`src/hw/rtl/blt_pkg.sv`:
```
package blt_pkg;

  localparam int unsigned WordBits    = 16;
  localparam int unsigned MaxRowWords = 64;
  localparam int unsigned MaxRows     = 1024;
  localparam int unsigned ColW        = $clog2(MaxRowWords);
  localparam int unsigned RowW        = $clog2(MaxRows);
  localparam int unsigned ShiftW      = $clog2(WordBits);
  localparam int unsigned CfgIdxW     = 3;
  localparam int unsigned CfgDataW    = 16;

  typedef enum logic [CfgIdxW-1:0] {
    CFG_MINTERM    = 3'd0,
    CFG_A_SHIFT    = 3'd1,
    CFG_B_SHIFT    = 3'd2,
    CFG_FIRST_MASK = 3'd3,
    CFG_LAST_MASK  = 3'd4,
    CFG_ROW_WORDS  = 3'd5,
    CFG_ROW_COUNT  = 3'd6,
    CFG_DESCENDING = 3'd7
  } cfg_idx_e;

  typedef struct packed {
    logic [7:0]  minterm;
    logic [3:0]  a_shift;
    logic [3:0]  b_shift;
    logic [15:0] first_word_mask;
    logic [15:0] last_word_mask;
    logic [6:0]  row_words;
    logic [10:0] row_count;
    logic        descending;
  } cfg_t;

endpackage

```
`src/hw/rtl/blt_cfg_regs.sv`:
```
module blt_cfg_regs
  import blt_pkg::*;
(
  input  logic                clk_i,
  input  logic                rst_ni,
  input  logic                cfg_valid_i,
  output logic                cfg_ready_o,
  input  logic [CfgIdxW-1:0]  cfg_index_i,
  input  logic [CfgDataW-1:0] cfg_data_i,
  output cfg_t                cfg_o
);

  cfg_t cfg_q, cfg_d;

  assign cfg_ready_o = 1'b1;
  assign cfg_o       = cfg_q;

  always_comb begin
    cfg_d = cfg_q;
    if (cfg_valid_i) begin
      case (cfg_idx_e'(cfg_index_i))
        CFG_MINTERM:    cfg_d.minterm         = cfg_data_i[7:0];
        CFG_A_SHIFT:    cfg_d.a_shift         = cfg_data_i[3:0];
        CFG_B_SHIFT:    cfg_d.b_shift         = cfg_data_i[3:0];
        CFG_FIRST_MASK: cfg_d.first_word_mask = cfg_data_i[15:0];
        CFG_LAST_MASK:  cfg_d.last_word_mask  = cfg_data_i[15:0];
        CFG_ROW_WORDS:  cfg_d.row_words       = cfg_data_i[6:0];
        CFG_ROW_COUNT:  cfg_d.row_count       = cfg_data_i[10:0];
        CFG_DESCENDING: cfg_d.descending      = cfg_data_i[0];
        default: ;
      endcase
    end
  end

  always_ff @(posedge clk_i or negedge rst_ni) begin
    if (!rst_ni) begin
      cfg_q.minterm         <= 8'h00;
      cfg_q.a_shift         <= 4'h0;
      cfg_q.b_shift         <= 4'h0;
      cfg_q.first_word_mask <= 16'hFFFF;
      cfg_q.last_word_mask  <= 16'hFFFF;
      cfg_q.row_words       <= 7'd1;
      cfg_q.row_count       <= 11'd1;
      cfg_q.descending      <= 1'b0;
    end else begin
      cfg_q <= cfg_d;
    end
  end

endmodule

```
`src/hw/rtl/blt_shift.sv`:
```
module blt_barrel
  import blt_pkg::*;
(
  input  logic [WordBits-1:0] word_i,
  input  logic [ShiftW-1:0]   amount_i,
  input  logic                descending_i,
  input  logic [WordBits-1:0] carry_in_i,
  output logic [WordBits-1:0] word_o,
  output logic [WordBits-1:0] carry_out_o
);

  logic [2*WordBits-1:0] left_w;
  logic [2*WordBits-1:0] right_w;

  // left: {carry, result}; right: {result, carry}
  assign left_w  = {{WordBits{1'b0}}, word_i} << amount_i;
  assign right_w = {word_i, {WordBits{1'b0}}} >> amount_i;

  always_comb begin
    if (amount_i == '0) begin
      // no shift: word passes unchanged and the carry is dropped
      word_o      = word_i;
      carry_out_o = '0;
    end else if (descending_i) begin
      word_o      = left_w[WordBits-1:0] | carry_in_i;
      carry_out_o = left_w[2*WordBits-1:WordBits];
    end else begin
      word_o      = right_w[2*WordBits-1:WordBits] | carry_in_i;
      carry_out_o = right_w[WordBits-1:0];
    end
  end

endmodule

```
`src/hw/rtl/blt_minterm.sv`:
```
module blt_minterm
  import blt_pkg::*;
(
  input  logic [7:0]          minterm_i,
  input  logic [WordBits-1:0] a_i,
  input  logic [WordBits-1:0] b_i,
  input  logic [WordBits-1:0] c_i,
  output logic [WordBits-1:0] d_o
);

  always_comb begin
    for (int unsigned i = 0; i < WordBits; i++) begin
      d_o[i] = minterm_i[{a_i[i], b_i[i], c_i[i]}];
    end
  end

endmodule

```
`src/hw/rtl/blitter_word_datapath_core.sv`:
```
// Channel   Handshake                      Payload
// cfg       cfg_valid_i / cfg_ready_o      cfg_index_i, cfg_data_i
// in        in_valid_i / in_ready_o        a_word_i, b_word_i, c_word_i, first_of_blit_i
// out       out_valid_o / out_ready_i      d_word_o, row_end_o, blit_done_o, all_zero_o
//
// One item per cycle unless stalled: input register, mask/shift/minterm logic, result register.
// out_valid_o rises once an accepted item has moved from the input register to the result register.
// cfg_ready_o is always high; a write takes effect in the next cycle.
// Reset clears both stage valids, counters and carries, sets the zero flag.
// A stalled output holds the result and stops the input stage once it is full.
module blitter_word_datapath_core
  import blt_pkg::*;
(
  input  logic                clk_i,
  input  logic                rst_ni,
  input  logic                cfg_valid_i,
  output logic                cfg_ready_o,
  input  logic [CfgIdxW-1:0]  cfg_index_i,
  input  logic [CfgDataW-1:0] cfg_data_i,
  input  logic                in_valid_i,
  output logic                in_ready_o,
  input  logic [15:0]         a_word_i,
  input  logic [15:0]         b_word_i,
  input  logic [15:0]         c_word_i,
  input  logic                first_of_blit_i,
  output logic                out_valid_o,
  input  logic                out_ready_i,
  output logic [15:0]         d_word_o,
  output logic                row_end_o,
  output logic                blit_done_o,
  output logic                all_zero_o
);

  cfg_t cfg;

  logic                in_valid_q;
  logic [15:0]         a_q, b_q, c_q;
  logic                first_q;

  logic                out_valid_q;
  logic [15:0]         d_q, d_d;
  logic                row_end_q, row_end_d;
  logic                done_q, done_d;
  logic                zero_q;

  logic [ColW-1:0]     column_q, column_d, column_cur;
  logic [RowW-1:0]     row_q, row_d, row_cur;
  logic [WordBits-1:0] a_carry_q, a_carry_d, a_carry_cur;
  logic [WordBits-1:0] b_carry_q, b_carry_d, b_carry_cur;
  logic                zero_flag_q, zero_flag_d, zero_flag_cur;

  logic [ColW-1:0]     width_m1;
  logic [RowW-1:0]     height_m1;
  logic                last_col;
  logic [WordBits-1:0] a_masked, a_shifted, b_shifted, a_carry_new, b_carry_new;
  logic                advance;

  blt_cfg_regs u_cfg (
    .clk_i       (clk_i),
    .rst_ni      (rst_ni),
    .cfg_valid_i (cfg_valid_i),
    .cfg_ready_o (cfg_ready_o),
    .cfg_index_i (cfg_index_i),
    .cfg_data_i  (cfg_data_i),
    .cfg_o       (cfg)
  );

  assign advance    = in_valid_q && (!out_valid_q || out_ready_i);
  assign in_ready_o = !in_valid_q || advance;

  // size zero wraps to the maximum, so minus one is a plain wrap
  assign width_m1  = cfg.row_words[ColW-1:0] - ColW'(1);
  assign height_m1 = cfg.row_count[RowW-1:0] - RowW'(1);

  always_comb begin
    column_cur    = first_q ? '0 : column_q;
    row_cur       = first_q ? '0 : row_q;
    a_carry_cur   = first_q ? '0 : a_carry_q;
    b_carry_cur   = first_q ? '0 : b_carry_q;
    zero_flag_cur = first_q ? 1'b1 : zero_flag_q;
    last_col      = column_cur >= width_m1;
    a_masked      = a_q;
    if (column_cur == '0) begin
      a_masked = a_masked & cfg.first_word_mask;
    end
    if (last_col) begin
      a_masked = a_masked & cfg.last_word_mask;
    end
  end

  blt_barrel u_shift_a (
    .word_i       (a_masked),
    .amount_i     (cfg.a_shift),
    .descending_i (cfg.descending),
    .carry_in_i   (a_carry_cur),
    .word_o       (a_shifted),
    .carry_out_o  (a_carry_new)
  );

  blt_barrel u_shift_b (
    .word_i       (b_q),
    .amount_i     (cfg.b_shift),
    .descending_i (cfg.descending),
    .carry_in_i   (b_carry_cur),
    .word_o       (b_shifted),
    .carry_out_o  (b_carry_new)
  );

  blt_minterm u_minterm (
    .minterm_i (cfg.minterm),
    .a_i       (a_shifted),
    .b_i       (b_shifted),
    .c_i       (c_q),
    .d_o       (d_d)
  );

  always_comb begin
    zero_flag_d = zero_flag_cur && (d_d == '0);
    row_end_d   = last_col;
    done_d      = 1'b0;
    if (last_col) begin
      column_d  = '0;
      a_carry_d = '0;
      b_carry_d = '0;
      if (row_cur >= height_m1) begin
        row_d  = '0;
        done_d = 1'b1;
      end else begin
        row_d = row_cur + RowW'(1);
      end
    end else begin
      column_d  = column_cur + ColW'(1);
      row_d     = row_cur;
      a_carry_d = a_carry_new;
      b_carry_d = b_carry_new;
    end
  end

  always_ff @(posedge clk_i or negedge rst_ni) begin
    if (!rst_ni) begin
      in_valid_q  <= 1'b0;
      out_valid_q <= 1'b0;
      column_q    <= '0;
      row_q       <= '0;
      a_carry_q   <= '0;
      b_carry_q   <= '0;
      zero_flag_q <= 1'b1;
    end else begin
      if (in_ready_o) begin
        in_valid_q <= in_valid_i;
      end
      if (advance) begin
        out_valid_q <= 1'b1;
        column_q    <= column_d;
        row_q       <= row_d;
        a_carry_q   <= a_carry_d;
        b_carry_q   <= b_carry_d;
        zero_flag_q <= zero_flag_d;
      end else if (out_ready_i) begin
        out_valid_q <= 1'b0;
      end
    end
  end

  always_ff @(posedge clk_i) begin
    if (in_ready_o && in_valid_i) begin
      a_q     <= a_word_i;
      b_q     <= b_word_i;
      c_q     <= c_word_i;
      first_q <= first_of_blit_i;
    end
    if (advance) begin
      d_q       <= d_d;
      row_end_q <= row_end_d;
      done_q    <= done_d;
      zero_q    <= zero_flag_d;
    end
  end

  assign out_valid_o = out_valid_q;
  assign d_word_o    = d_q;
  assign row_end_o   = row_end_q;
  assign blit_done_o = done_q;
  assign all_zero_o  = zero_q;

endmodule

```
`config.mk`:
```
export PLATFORM = sky130hd
export DESIGN_NAME = blitter_word_datapath_core
export DESIGN_NICKNAME = d
export VERILOG_FILES = /design/src/hw/rtl/blt_pkg.sv /design/src/hw/rtl/blt_cfg_regs.sv /design/src/hw/rtl/blt_shift.sv /design/src/hw/rtl/blt_minterm.sv /design/src/hw/rtl/blitter_word_datapath_core.sv
export SDC_FILE = /design/constraint.sdc
export NUM_CORES = 1
export LEC_CHECK = 0
export ABC_AREA = 1
export BUFFER_PORTS_ARGS = -buffer_cell sky130_fd_sc_hd__buf_2
export CAP_MARGIN = 5
export CORE_ASPECT_RATIO = 1.4
export CORE_UTILIZATION = 30
export CTS_BUF_LIST = sky130_fd_sc_hd__clkbuf_8
export DETAILED_ROUTE_END_ITERATION = 10
export MAX_ROUTING_LAYER = met4
export SYNTH_ARGS = -nofsm -noshare
export SYNTH_HDL_FRONTEND = slang
export SYNTH_SLANG_ARGS = --single-unit
```
`constraint.sdc`:
```
create_clock -name clk_i -period 6.7 [get_ports clk_i]
set_clock_uncertainty 0.2 [all_clocks]
set_input_delay 1.675 -clock clk_i [delete_from_list [all_inputs] [get_ports clk_i]]
set_output_delay 1.675 -clock clk_i [all_outputs]
set_load 0.005 [all_outputs]
```
Word-level counts from Yosys, hierarchy flattened
Index checks and enable logic that the tools add are counted.
Storage, ports and cells
  register bits: 184
  input port bits: 73
  output and inout bits: 22
  logic and storage cells: 138
Operators by class
  add/subtract/negate cells: 4
  order comparisons: 18
  equality and inequality tests: 7
  shifts and indexed selects: 4
  mux-type cells: 55
  bitwise operators: 6
  reductions and logical operators: 21
Operator list (number)
  $mux 16: 14
  $lt 3x4->1 const B: 16
  $or 16x16->16: 4
  $shl 16x4->32: 2
  $shr 32x4->32: 2
  $bmux 1 s3: 16
  $and 16x16->16: 2
  $mux 10: 3
  $mux 1: 20
  $logic_not 16->1: 1
  $reduce_and 2->1: 8
  $eq 3x3->1 const B: 4
  $mux 6: 2
  $add 10x1->10 const B: 1
  $ge 10x10->1: 1
  $sub 10x1->10 const B: 1
  $logic_not 4->1: 2
  $add 6x1->6 const B: 1
  $eq 3x2->1 const B: 2
  $ge 6x6->1: 1
  $logic_not 6->1: 1
  $sub 6x1->6 const B: 1
  $eq 3x1->1 const B: 1
  $logic_and 1x1->1: 3
  other kinds (4): 6

Depth between registers and ports, before layout
  depth after elaboration: 13
  mapped depth: 30
  mapped depth without buffers: 29

By module
From an unflattened synthesis, not the netlist that was laid out.
Unflattened totals
  cells, all modules: 2120
  area, all modules: 13802.0 µm²
By module, submodules not included
  blitter_word_datapath_core: times used 1, cells an instance 587, area each 5574.1 µm², seq. area each 3319.4 µm²
  blt_barrel: times used 2, cells an instance 445, area each 2047.0 µm², seq. area each 0.0 µm²
  blt_cfg_regs: times used 1, cells an instance 307, area each 2730.1 µm², seq. area each 1719.1 µm²
  blt_minterm: times used 1, cells an instance 336, area each 1403.8 µm², seq. area each 0.0 µm²

Least setup slack after synthesis
OpenSTA, ideal clock, no wires.
  kind: input port to output port
  start: input port out_ready_i
  end: output port in_ready_o
  arrival time: 1.824 ns
  required time: 4.825 ns
  path slack: 3.001 ns
  stages on the path: 2
  path buffers: 0
  cells stage by stage: inv_1 nand3_1
On the way
  word-level cells in the longest chain between the ends: 3
Ends and longest elaborated chain
  from (decl): line blitter_word_datapath_core.sv:27  | input logic out_ready_i,
  $logic_or 1x1->1: line blitter_word_datapath_core.sv:68  | assign advance = in_valid_q && (!out_valid_q || out_ready_i);
  $logic_and 1x1->1: line blitter_word_datapath_core.sv:68
  $logic_or 1x1->1: line blitter_word_datapath_core.sv:69  | assign in_ready_o = !in_valid_q || advance;
  to (decl): line blitter_word_datapath_core.sv:21  | output logic in_ready_o,
Every way passes these cells.

Final worst setup path
  start: register first_q
  end: register zero_q, in the netlist all_zero_o (data pin)
On the way
  word-level cells in the longest chain between the ends: 13
  elaborated cells on any way between the ends: 53
  classes of those cells: order compare (1); shift (2); mux (42); bitwise (5); reduce/logical (3)
Ends and longest elaborated chain
  from (decl): line blitter_word_datapath_core.sv:38  | logic first_q;
  from (signal assigned): line blitter_word_datapath_core.sv:170  | first_q <= first_of_blit_i;
  branches (longest 12 deep; another with $ge 6x6->1)
  $logic_and 1x1->1 (*): line blitter_word_datapath_core.sv:118  | zero_flag_d = zero_flag_cur && (d_d == '0);
  via zero_flag_d: line blitter_word_datapath_core.sv:50  | logic zero_flag_q, zero_flag_d, zero_flag_cur;
  to (signal assigned): line blitter_word_datapath_core.sv:176  | zero_q <= zero_flag_d;
  to (decl): line blitter_word_datapath_core.sv:44  | logic zero_q;
Mark *: on every way through the listed nets, which the timed path passes. The select of a mux whose other input is x is not followed.
A chain may end at the register's enable or synchronous reset.

==> impl_metrics.ini <==
[worst_hold_path]
hp-class = flop to flop
hold_depth = 2

[drt]
routed_via_density = 5.255
dr_wl_met3_um = 1839
antenna_left = 0
wl_per_cell_um = 20.01
drcViolationCount = 0
highest_layer = met4
met1_length_um = 20500
drt_iter0_markers = 957
vias = 13040
dr.pass1.iters = 6
wl_met2_um = 24540
wl_um = 49670

[floorplanning]
die_h_um = 247.6
row_count = 89
die_area_um2 = 43940
die-width_um = 177.4
core_um2 = 42320
start_util = 0.3055
num_io_pins = 95

[yosys]
synthTopCellsByArea = nand2_1, edfxtp_1, dfrtp_1, o21ai_0, nand3_1
yosys.area_share.simple = 0.3192
ys_seq_area_frac = 0.3859
ys_warn_count = 0
synth_fa_ha_area_frac = 0.02033
ys_async_sr_fraction = 0.6304
synth_nets = 1978
synth_mux_area_frac = 0.004646
yosys.area.top_type_share = 0.1812
syn_area_um2 = 12930
ys.flop_type = dfrtp_1
ys_seq_elements = 184
synth_top_family_by_area = simple AND/OR/NAND/NOR gates
syn_area_per_cell_um2 = 6.862
synthDistinctLibCells = 54
post-synth-top-count-cell = nand2_1
synth_edf_count = 68
synth_xor_area_frac = 0.01626
yosys.area.top_type = nand2_1
synth_common_cells = nand2_1, o21ai_0, nand3_1
synth_compound_area_frac = 0.1642
syn_inst = 1884

[global_routing]
grt.total_usage = 0.2373
grt_overflow_total = 0
grt_pass1_wl_um = 75220
antenna_found_initial = 1
grt_pass1_vias = 12540
grt_max_degree = 66

[placed_design]
place.gp.congestion = 0.9617
dp_hpwl_um = 36960
io_buffers = 93
pre_cts_ws_ns = 1.738

[timing]
drv_slew = 0
setup_viol = 0
relSlewSlack = 0.2156
tightest_slew_ns = 1.175
timing.fmax_mhz = 197.1
setup_slack_ns = 1.627
finalSetupTns_ns = 0
hold_ws_ns = 0.2924
finalHoldViolations = 0
min_period_ns = 5.073
grt_setup_unrepaired = no
period_share = 0.7571

[clock_network]
htree_levels = 4
cts_inserted_buffers = 17
clkLatencyLatePin_ns = 0.53
post_cts_buffers = 0
ctsHoldBuffers = 0
clock_sinks = 184
cts-resized-gates = 0
cts_tree = yes
cts_buffer_depth = 2
clk_pin_slew_ns = 0.10
cts_root_buffer = clkbuf_8

[cells_and_area]
drive_gt1_frac = 0.1183
syn_to_final_growth_pct = 10.41
num-nets-final = 2016

[setup_path]
end_kind = flop
cp_max_fo = 24
r2r_slack_ns = 1.63
crit_end = all_zero_o
worstSetupPathType = flop to flop
rr_startpoint = first_q
r2r_end = all_zero_o
cp-start-kind = flop
required_ns = 6.89
cp_data_arrival_time_ns = 5.26
cp-startpoint = first_q
rr_worst_depth = 18

[status]
status = finished, final reports clean

[run]
drv_cap = 0

[power_and_ir_drop]
power_density_nw_per_um2 = 337.4
ir_drop_mv = 0.1488
p_leak_nw = 6.668
## critical path: stages, from the launching register on
cell      delay, ns
edfxtp_1       1.05
nor2_1         0.26
ha_1           0.35
nand2_1        0.09
inv_1          0.04
a21oi_1        0.13
nand2_1        0.57
nand2_1        0.33
nand3_1        0.31
nand3_1        0.22
nand3_1        0.11
nand3_1        0.11
nand3_1        0.19
nand3_1        0.12
nand2_1        0.12
o21ai_0        0.26
nand2_1        0.11
nor2_1         0.19
and3_1         0.18
## placed cells by master, fill, tap and decap left out, drive strengths merged, types with 12 or more instances in the layout
master	count
a21oi	65
o21ai	240
o22ai	27
ha	21
nand4	15
nor2	83
clkbuf	19
xor2	15
nand3	215
edfxtp	68
buf	117
nand2	629
dfrtp	81
clkinv	12
inv	192
dfstp	35
## flip-flops by register name, summed over array words and instances, names as in the netlist
name,count
row_q,10
b_q,16
out_valid_o,1
a_q,16
column_q,6
u_cfg.cfg_o,65
row_end_o,1
all_zero_o,1
blit_done_o,1
zero_flag_q,1
a_carry_q,16
in_valid_q,1
first_q,1
c_q,16
d_word_o,16
b_carry_q,16
## final cells by class
type	count	area, µm²
Fill cell	4630	28040
Multi-Input combinational cell	1408	6787
Sequential cell	184	4989
Inverter	194	728.2
Tap cell	546	683.2
Timing Repair Buffer	117	648.1
Clock buffer	19	261.5
Clock inverter	13	175.2
Antenna cell	1	2.502
## how the worst min path moves through the flow
stage | from | endpoint | slack [ns]
6_report | b_carry_q[15] | b_carry_q[15] | 0.29
2_1_floorplan | zero_flag_q | zero_flag_q | 0.24
3_3_place_gp | b_carry_q[0] | b_carry_q[0] | 0.26
4_1_cts | zero_flag_q | zero_flag_q | 0.30
5_1_grt | u_cfg.cfg_o[30] | u_cfg.cfg_o[30] | 0.31
3_5_place_dp | a_carry_q[14] | a_carry_q[14] | 0.27
## logic make-up (layout without fill, tap and decap cells)
kind of cell	after synthesis	after routing
XOR/XNOR	24	24
other	1	2
flip-flops	184	184
adder cells (fa/ha/maj)	21	21
AO/OA/AOI/OAI	385	385
buffers and inverters	292	343
multiplexers	6	6
AND/OR/NAND/NOR	971	971
## metrics by stage
step	util	std cells	total power [mW]	cell area, µm²
after floorplan	-	1884	3.115	12930
after global placement	0.3269	2449	3.933	13830
after detailed placement	0.3269	2449	3.952	13830
after CTS	0.3373	2481	4.821	14270
after global routing	0.3373	2482	5.155	14270
final	0.3373	2482	4.816	14270
## power by group
part           leakage, nW  internal, mW  switching [mW]  total, mW
combinational         4.35         0.683            1.67       2.36
sequential            2.09          1.44           0.157       1.59
clock                0.226         0.394           0.473      0.868
## per-layer routing
metal | vias up | track usage
met5 | - | -
met4 | 0 | 0.1340
met3 | 115 | 0.02160
met2 | 399 | 0.4015
met1 | 6207 | 0.2746
li1 | 6322 | -
Power figures use the tool's default switching activity.
